<file path="config.mk">
export PLATFORM = sky130hd
export DESIGN_NAME = sem_lane
export DESIGN_NICKNAME = d
export VERILOG_FILES = /design/src/rtl/sem_pkg.sv /design/src/rtl/sem_lane.sv
export SDC_FILE = /design/constraint.sdc
export NUM_CORES = 1
export LEC_CHECK = 0
export ABC_AREA = 1
export BUFFER_PORTS_ARGS = -buffer_cell sky130_fd_sc_hd__buf_2
export CAP_MARGIN = 20
export CORE_ASPECT_RATIO = 1.1
export CORE_MARGIN = 4
export CORE_UTILIZATION = 67
export DETAILED_ROUTE_END_ITERATION = 8
export GPL_ROUTABILITY_DRIVEN = 0
export PLACE_DENSITY_LB_ADDON = 0.1
export SETUP_SLACK_MARGIN = 0.4
export SYNTH_ARGS = -nofsm -noshare
export SYNTH_HDL_FRONTEND = slang
export SYNTH_SLANG_ARGS = --single-unit
</file>
<file path="constraint.sdc">
create_clock -name clk_i -period 14 [get_ports clk_i]
set_input_delay 0.7 -clock clk_i [delete_from_list [all_inputs] [get_ports clk_i]]
set_output_delay 0.7 -clock clk_i [all_outputs]
set_load 0.01 [all_outputs]
</file>
<file path="src/rtl/sem_pkg.sv">
// ----------------------------------------------------------------------------
// Sobel edge magnitude package
// Shared widths, codes and types for the RGB Sobel edge magnitude block.
// ----------------------------------------------------------------------------
package sem_pkg;

  // Pixel and window geometry.
  localparam int PIX_W     = 8;
  localparam int NUM_LANES = 3;
  localparam int RGB_W     = PIX_W * NUM_LANES;
  localparam int TAPS      = 9;
  localparam int ROW_W     = 12;
  localparam int FW_W      = 11;

  // Lane arithmetic: absolute gradient, its square, the sum and the root.
  localparam int GRAD_W = PIX_W + 2;
  localparam int SQ_W   = 2 * GRAD_W;
  localparam int SUM_W  = SQ_W + 1;
  localparam int ROOT_W = PIX_W;
  localparam int PROD_W = 2 * ROOT_W;
  localparam int BIT_W  = $clog2(ROOT_W);

  // Configuration port.
  localparam int APB_ADDR_W = 3;
  localparam int APB_DATA_W = 32;

  // Request kinds carried in tuser.
  localparam logic REQ_PIXEL = 1'b0;
  localparam logic REQ_DRAIN = 1'b1;

  // Register indexes, decoded from paddr[2].
  localparam logic REG_FRAME_WIDTH  = 1'b0;
  localparam logic REG_FRAME_HEIGHT = 1'b1;

  // Register reset values.
  localparam logic [FW_W-1:0]  WIDTH_RESET  = 11'd640;
  localparam logic [ROW_W-1:0] HEIGHT_RESET = 12'd480;

  // 3x3 window, row-major, one RGB word or one channel per tap.
  typedef logic [TAPS-1:0][RGB_W-1:0] rgb_win_t;
  typedef logic [TAPS-1:0][PIX_W-1:0] chan_win_t;

  // Control from the sequencer to the line stores and window.
  typedef struct packed {
    logic             rd_en;
    logic             shift_en;
    logic             wr_en;
    logic [RGB_W-1:0] bot_pix;
  } win_cmd_t;

  // Result of one channel lane.
  typedef struct packed {
    logic              done;
    logic [ROOT_W-1:0] mag;
  } lane_res_t;

endpackage

</file>
<file path="src/rtl/sem_lane.sv">
// ----------------------------------------------------------------------------
// Sobel channel lane
// Gradient, sum of squares and a rounded integer square root for one channel.
// ----------------------------------------------------------------------------
module sem_lane import sem_pkg::*; (
  input  logic      clk_i,
  input  logic      rst_ni,
  input  logic      start_i,
  input  chan_win_t taps_i,
  output lane_res_t res_o
);

  typedef enum logic [2:0] {
    L_IDLE,
    L_SQUARE,
    L_SUM,
    L_ROOT,
    L_DONE
  } lane_state_e;

  lane_state_e        state_q;
  logic [GRAD_W-1:0]  ax_q, ay_q;
  logic [SQ_W-1:0]    sqx_q, sqy_q;
  logic [SUM_W-1:0]   sum_q;
  logic [ROOT_W-1:0]  root_q;
  logic [BIT_W-1:0]   bit_q;

  logic [GRAD_W-1:0]  pos_x, neg_x, pos_y, neg_y, abs_x, abs_y;
  logic [ROOT_W-1:0]  cand;
  logic [PROD_W-1:0]  prod;
  logic               root_hit;

  // Both Sobel kernels split into their positive and negative halves.
  assign pos_x = GRAD_W'(taps_i[2]) + GRAD_W'({taps_i[5], 1'b0}) + GRAD_W'(taps_i[8]);
  assign neg_x = GRAD_W'(taps_i[0]) + GRAD_W'({taps_i[3], 1'b0}) + GRAD_W'(taps_i[6]);
  assign pos_y = GRAD_W'(taps_i[6]) + GRAD_W'({taps_i[7], 1'b0}) + GRAD_W'(taps_i[8]);
  assign neg_y = GRAD_W'(taps_i[0]) + GRAD_W'({taps_i[1], 1'b0}) + GRAD_W'(taps_i[2]);
  assign abs_x = (pos_x >= neg_x) ? pos_x - neg_x : neg_x - pos_x;
  assign abs_y = (pos_y >= neg_y) ? pos_y - neg_y : neg_y - pos_y;

  // One root bit per cycle: keep the candidate while k*(k-1) < s,
  // which is k*k-k+1 <= s, the rounding threshold of the square root.
  assign cand     = root_q | (ROOT_W'(1) << bit_q);
  assign prod     = PROD_W'(cand) * PROD_W'(cand - ROOT_W'(1));
  assign root_hit = SUM_W'(prod) < sum_q;

  always_ff @(posedge clk_i or negedge rst_ni) begin
    if (!rst_ni) begin
      state_q <= L_IDLE;
      ax_q    <= '0;
      ay_q    <= '0;
      sqx_q   <= '0;
      sqy_q   <= '0;
      sum_q   <= '0;
      root_q  <= '0;
      bit_q   <= '0;
    end else if (start_i) begin
      ax_q    <= abs_x;
      ay_q    <= abs_y;
      state_q <= L_SQUARE;
    end else begin
      case (state_q)
        L_SQUARE: begin
          sqx_q   <= SQ_W'(ax_q) * SQ_W'(ax_q);
          sqy_q   <= SQ_W'(ay_q) * SQ_W'(ay_q);
          state_q <= L_SUM;
        end
        L_SUM: begin
          sum_q   <= SUM_W'(sqx_q) + SUM_W'(sqy_q);
          root_q  <= '0;
          bit_q   <= BIT_W'(ROOT_W - 1);
          state_q <= L_ROOT;
        end
        L_ROOT: begin
          if (root_hit) begin
            root_q <= cand;
          end
          if (bit_q == '0) begin
            state_q <= L_DONE;
          end else begin
            bit_q <= bit_q - BIT_W'(1);
          end
        end
        L_IDLE, L_DONE: begin
          state_q <= state_q;
        end
        default: begin
          state_q <= L_IDLE;
        end
      endcase
    end
  end

  assign res_o.done = (state_q == L_DONE);
  assign res_o.mag  = root_q;

endmodule

</file>
==> results.ini, run 1 <==
[status]
outcome=complete, no violations

[global_route]
use_met2=0.5331
busiest_layer=met2
grt_max_degree=72
grt_pass1_vias=15400
grt_pass1_wl_mm=68.30
grt_overflow=0
antenna_found_initial=0
grt_use_met3=0.03028
grt.total_usage=0.2847
use_met1=0.3398

[routing]
via_per_inst=5.424
wl_per_cell_um=13.88
ant_nets=0
drtPass1Iterations=6
drt-total-wl_mm=39.32
drtIter0Drc=844
post-route-drc-count=0
vias=15360

[worst_hold_path]
min_path_type=primary input to async pin

[final_layout]
area.growth.synth_to_final_pct=5.693
diodes=0
drive_above_1_share=0.04988
fin_nets=2987
ff_latch_area_mm2=0.002327
fill_cells=2136
fin_util=0.7239
multi_input_area_mm2=0.01312
finalNonFillerCells=2832

[sta]
slew_headroom=0.3765
finalSetupTns_ps=0
maxSlewViolCount=0
max_freq_mhz=121.0
worst_slack_ps=5737
finalHoldViolCount=0
finalSetupViolations=0
grt_setup_unrepaired=no
max_slew.worst_pin.slew_ps=934.2
fin_skew_ps=16.26
period_share=0.5902
fin_crit_ps=8263

[clocking]
cts_buffer_depth=2
clock_latency_ps=350
cts_tree=done
postCtsHoldBufs=0
clk_pin_slew_ps=70
root_buffer=clkbuf_16
clock_sinks=93
post_cts_buffers=0
cts_resized=0
htreeDepth=3
cts_buffers=9

[synth]
async_reset_ff_frac=1.000
ys.flop_type=dfrtp_1
synth_top_area_share=0.1967
synth_compound_area_frac=0.06749
synth_cell_types=44
synth_xor_area_frac=0.03421
yosysMostFrequentCell=nand2_1
syn-instance-count=2437
synth_commonest_cells=nand2_1, inv_1, ha_1
synthTopCellsByArea=fa_1, ha_1, nand2_1
synth.avg_cell_area_um2=7.143
synth_top_cell_by_area=fa_1
synth_edf_count=0
synthSimpleGateAreaFrac=0.2682
synth_area_mm2=0.01741
ys_warn_count=0
yosys.area_share.adder=0.3835
synth_top_family_by_area=adder cells
synth.net_count=2943
synth.yosys.seq_area_share=0.1337
synth_seq_cells=93
synth_mux_area_frac=0

[critical_path]
cp_max_fo=16
cpPeakStageDelay_ps=540
cp-end-kind=register
r2r_cells=38
reg2reg_slack_ps=5740
reg2reg_from=bit_q[0]
r2r_end=root_q[7]
critPathTopFamily=adder cells
crit_slowest_cell=fa_1
crit_path_frequent_cell=nand2_1
crit_buf_inv=7
worstPathArrival_ps=8500
setup.worst_path.start_class=register
crit_type=register to register
cp_data_required_time_ps=14240

[floorplan]
initial_core_util=0.6849
die_w_um=161.7
dieArea_mm2=0.02863
io_pins=84
coreArea_mm2=0.02542
core.rowCount=61
die_h_um=177.1

[placed_design]
place_ws_ps=5833
hpwl_mm=33.32
dpl.cell_count=2816
io_buffers=75

[job]
maxCapViolCount=0

==> layout by cell type, fill, tap and decap left out, types with 4 or more instances in the layout <==
master and count:
inv_1 469, fa_1 171, nor2_1 153, nand4_1 20, nand3_1 127, nand3b_1 28
o21ai_0 61, nand2_1 749, and2_1 4, nor4_1 7, buf_4 4, a21o_1 4
a21oi_1 101, dfrtp_1 93, nor2_4 4, buf_2 74, clkbuf_16 9, nor3_1 13
xor2_1 49, ha_1 260, o21bai_1 16, xnor2_1 19, or2_2 9
==> worst reg2reg max path, delay by kind of cell, from the launching register on <==
kind	cells	cell delay (ps)
fa+ha+maj	10	4140
buf+inv	7	500
flops	1	410
xor+xnor	1	210
simple gates	17	2370
compound gates	3	530
==> through the flow <==
step / hold slack, ps / area (µm²)
floorplan: 404.4 / 17410
global placement: 468.0 / 18050
detailed placement: 472.7 / 18050
CTS: 248.1 / 18400
global route: 263.6 / 18400
finish: 243.7 / 18400
==> cell families after synthesis <==
family | Yosys count
adder cells (fa/ha/maj) | 431
AO/OA/AOI/OAI | 207
flip-flops | 93
AND/OR/NAND/NOR | 1120
XOR/XNOR | 68
buffers and inverters | 518
==> metal layers <==
metal / wire, µm / vias up / part of all wire
met3: 1743 / 91 / 0.044
met4: 1221 / 0 / 0.031
li1: - / 7648 / -
met2: 20300 / 406 / 0.52
met1: 16050 / 7215 / 0.41
met5: 0 / - / 0
==> layout make-up <==
type                    instances  share of cell area
multi-input cells            1826              0.7129
flip-flops and latches         93              0.1265
inverters                     473             0.09663
well taps                     346             0.02353
repair buffers                 78             0.02176
clock buffers                  12             0.01448
clock inverters                 4            0.004216
==> state kept, by name, summed over array words and instances (netlist names) <==
name / cells
sum_q: 21
sqx_q: 19
ax_q: 10
bit_q: 3
root_q: 8
ay_q: 10
state_q: 3
sqy_q: 19
==> how the worst max path moves through the flow <==
stage               startpoint        end  slack, ps  cells past startpoint
floorplan             bit_q[0]  root_q[0]       6890                     39
global placement      bit_q[0]  root_q[4]       6010                     38
detailed placement    bit_q[0]  root_q[3]       5830                     38
CTS                   bit_q[0]  root_q[3]       5820                     38
global route          bit_q[0]  root_q[0]       5180                     38
finish                bit_q[0]  root_q[7]       5740                     38
Power of run 1 is not shown: default switching activity piles up to over one toggle a cycle in this logic, so the estimate is an artifact.
==> inputs of run 2 (changes only) <==
CORE_UTILIZATION = 65   (was 67)
clock period = 7.7 ns   (was 14 ns; I/O delays follow)
==> results.ini, run 2 (synthesis results as in run 1) <==
[critical_path]
cpPeakStageDelay_ps=540
setup.worst_path.start_class=register
crit_path_frequent_cell=nand2_1
cp_data_required_time_ps=8000
worstPathArrival_ps=7150
crit_slowest_cell=fa_1
cp-end-kind=register
crit_type=register to register
cp_max_fo=8

[clocking]
cts_buffers=9
htreeDepth=3
clock_sinks=93
clock_latency_ps=360
cts_tree=done
root_buffer=clkbuf_16
postCtsHoldBufs=0
cts_buffer_depth=2
clk_pin_slew_ps=70

[global_route]
grt_overflow=0
grt_pass1_vias=15580
antenna_found_initial=0
grt_pass1_wl_mm=68.66
grt.total_usage=0.2773
grt_max_degree=49

[floorplan]
initial_core_util=0.6639
core.rowCount=62
dieArea_mm2=0.02947
io_pins=84
die_w_um=164.0
coreArea_mm2=0.02622
die_h_um=179.6

[final_layout]
fin_util=0.7056
fin_nets=2993
regMostFlops=sum_q
final_cell_area_mm2=0.01850
diodes=0
top_regs=sum_q (21), sqx_q (19), sqy_q (19)
largest_register_ff_count=21
area.growth.synth_to_final_pct=6.274
mostFrequentLayoutCells=nand2_1, inv_1, ha_1
drive_above_1_share=0.05859
final_common_cell=nand2_1

[worst_hold_path]
min_path_type=primary input to async pin

[sta]
max_freq_mhz=145.8
grt_setup_unrepaired=no
maxSlewViolCount=0
slew_headroom=0.3633
timing.hold.ws_ps=37.07
finalHoldViolCount=0
fin_skew_ps=12.18
period_share=0.8908
finalSetupViolations=0
finalSetupTns_ps=0
max_slew.worst_pin.slew_ps=954.0
fin_crit_ps=6859

[routing]
drtIter0Drc=897
drtPass1Iterations=6
via_per_inst=5.376
vias=15290
ant_nets=0
post-route-drc-count=0
wl_per_cell_um=13.82
drt-total-wl_mm=39.29

[placed_design]
io_buffers=75
dpl-instance-area_mm2=0.01809
hpwl_mm=33.23

[job]
maxCapViolCount=0

[status]
outcome=complete, no violations

==> run 2: cell count changes in the layout (fill, tap and decap cells not counted), sizes merged <==
| cell | delta |
|---|---|
| clkinvlp | +3 |
| clkbuf | -3 |
| clkinv | +1 |
| bufinv | -1 |
| buf | +6 |
==> run 2: metrics by stage <==
stage,std cells,worst slack (ps)
after floorplan,2437,589.3
after global placement,2826,465.8
after detailed placement,2826,327.5
after CTS,2842,444.7
after global routing,2844,395.3
final,2844,840.7
==> run 2: path summary, 6_finish.rpt <==
path,startpoint,to,slack [ps],depth (start not counted)
worst max-delay path,bit_q[0],root_q[0],840,38
worst min-delay path,rst_ni,sqx_q[3],40,1
worst max register to register,bit_q[0],root_q[0],840,38
worst min register to register,sum_q[15],sum_q[15],480,2
max in group asynchronous,rst_ni,bit_q[2],6630,2
min in group clk_i,sum_q[15],sum_q[15],480,2
==> run 2: final cells by class <==
| cell class | count | area (µm²) |
|---|---|---|
| Clock inverter | 7 | 75.07 |
| Tap cell | 352 | 440.4 |
| Multi-Input combinational cell | 1826 | 13200 |
| Timing Repair Buffer | 84 | 452.9 |
| Clock buffer | 9 | 225.2 |
| Inverter | 473 | 1779 |
| Sequential cell | 93 | 2327 |
| Fill cell | 2271 | 7720 |
==> run 2: critical path: cells and delay by family (launching register included) <==
family          cells  cell delay, ps
flops               1             410
fa+ha+maj          10            3810
xor+xnor            1             160
buf+inv             8             560
compound gates      1             220
simple gates       18            1640
==> run 2: what timing repair did <==
item | 4_1_cts | 5_1_grt
buffers inserted | 0 | 2
pin swaps | 0 | 9
setup endpoints to repair | 8 | 8
resized for setup | 2 | 23
==> run 2: per-layer routing <==
layer,track usage,wire [µm],up-vias
met3,0.03527,1820,87
met2,0.4941,19830,402
met4,0.09664,1174,0
li1,-,-,7654
met1,0.3446,16470,7146
met5,0,0,-
Power of run 2 is left out for the same reason.
==> inputs of run 3 (changes only) <==
CELL_PAD_IN_SITES_DETAIL_PLACEMENT = 1   (was default)
CELL_PAD_IN_SITES_GLOBAL_PLACEMENT = 2   (was default)
CORE_UTILIZATION = 37   (was 65)
==> results.ini, run 3 (synthesis results as in run 1) <==
[sta]
max_slew.worst_pin.slew_ps=1024
period_share=0.9009
grt_setup_unrepaired=no
finalSetupViolations=0
slew_headroom=0.3165
max_freq_mhz=144.2
finalSetupTns_ps=0
fin_skew_ps=10.41
fin_crit_ps=6937
finalHoldViolCount=0
maxSlewViolCount=0

[floorplan]
initial_core_util=0.3733
dieArea_mm2=0.05059
die_h_um=235.5
io_pins=84
die_w_um=214.8
coreArea_mm2=0.04663
core.rowCount=83

[placed_design]
hpwl_mm=42.61
io_buffers=75

[final_layout]
diodes=0
drive_above_1_share=0.06427
mostFrequentLayoutCells=nand2_1, inv_1, ha_1
fill_cells=5953
largest_register_ff_count=21
regMostFlops=sum_q
fin_nets=3006
top_regs=sum_q (21), sqx_q (19), sqy_q (19)
final_common_cell=nand2_1
area.growth.synth_to_final_pct=8.769

[critical_path]
crit_type=register to register
cpPeakStageDelay_ps=550
crit_slowest_cell=fa_1
critPathTopFamily=adder cells
cp_max_fo=8
crit_buf_inv=7
setup.worst_path.start_class=register
cp_data_required_time_ps=7970
worstPathArrival_ps=7200
cp-end-kind=register

[clocking]
clock_sinks=93
htreeDepth=3
cts_buffers=9
root_buffer=clkbuf_16
cts_tree=done
clock_latency_ps=380
clk_pin_slew_ps=80
cts_buffer_depth=2

[global_route]
antenna_found_initial=0
grt_pass1_wl_mm=82.50
grt_max_degree=69
grt_overflow=0
grt.total_usage=0.1974
grt_pass1_vias=16600

[routing]
drtPass1Iterations=5
via_per_inst=4.916
vias=15240
ant_nets=0
post-route-drc-count=0
drtIter0Drc=440
wl_per_cell_um=15.84
drt-total-wl_mm=49.11

[job]
maxCapViolCount=0

[status]
outcome=complete, no violations

[worst_hold_path]
min_path_type=primary input to async pin

[run 3: cell types whose count changed in the layout (fill, tap and decap cells not counted), sizes merged]
cell / change
bufinv: -1
dlygate4sd3: +1
clkinv: -2
clkinvlp: +2
inv: +1
buf: +12
[run 3: what timing repair did]
| item | CTS | global route |
|---|---|---|
| buffers inserted | 2 | 8 |
| hold endpoints to repair | 25 | 0 |
| hold buffers | 1 | 0 |
| setup endpoints to repair | 8 | 8 |
| pin swaps | 1 | 12 |
| resized for setup | 10 | 20 |
[run 3: layout make-up]
| type | count | area (µm²) | share of cell area |
|---|---|---|---|
| Tap cell | 595 | 744.5 | 0.03932 |
| Multi-Input combinational cell | 1826 | 13240 | 0.6994 |
| Clock buffer | 9 | 225.2 | 0.01189 |
| Sequential cell | 93 | 2327 | 0.1229 |
| Timing Repair Buffer | 97 | 556.8 | 0.02941 |
| Inverter | 473 | 1778 | 0.09390 |
| Clock inverter | 7 | 60.06 | 0.003172 |
[run 3: stage by stage]
stage	setup slack, ps	utilization	hold slack, ps	area (µm²)	cells
floorplan	589.3	-	89.41	17410	2437
detailed placement	10.94	0.3950	340.0	18420	3072
CTS	449.0	0.4029	478.5	18790	3091
finish	763.1	0.4061	471.2	18930	3100
global route	380.5	0.4061	512.8	18930	3100
global placement	256.5	0.3950	333.2	18420	3072
[run 3: final timing paths]
kind                           start   endpoint  slack (ps)  depth (start not counted)
min in group clk_i         sum_q[19]  sum_q[19]         490                          2
max reg2reg                 bit_q[0]  root_q[1]         760                         32
min                           rst_ni  root_q[6]         470                          2
max                         bit_q[0]  root_q[1]         760                         32
max in group asynchronous     rst_ni   sum_q[8]        5950                          3
min reg2reg                sum_q[19]  sum_q[19]         490                          2
[run 3: routing by layer]
layer,global-route usage,wire [µm],vias up
met5,0,0,-
met2,0.3855,26530,135
met3,0.01768,873,37
met1,0.2332,20960,7387
met4,0.04205,745,0
li1,-,-,7681
Power of run 3 is left out for the same reason.
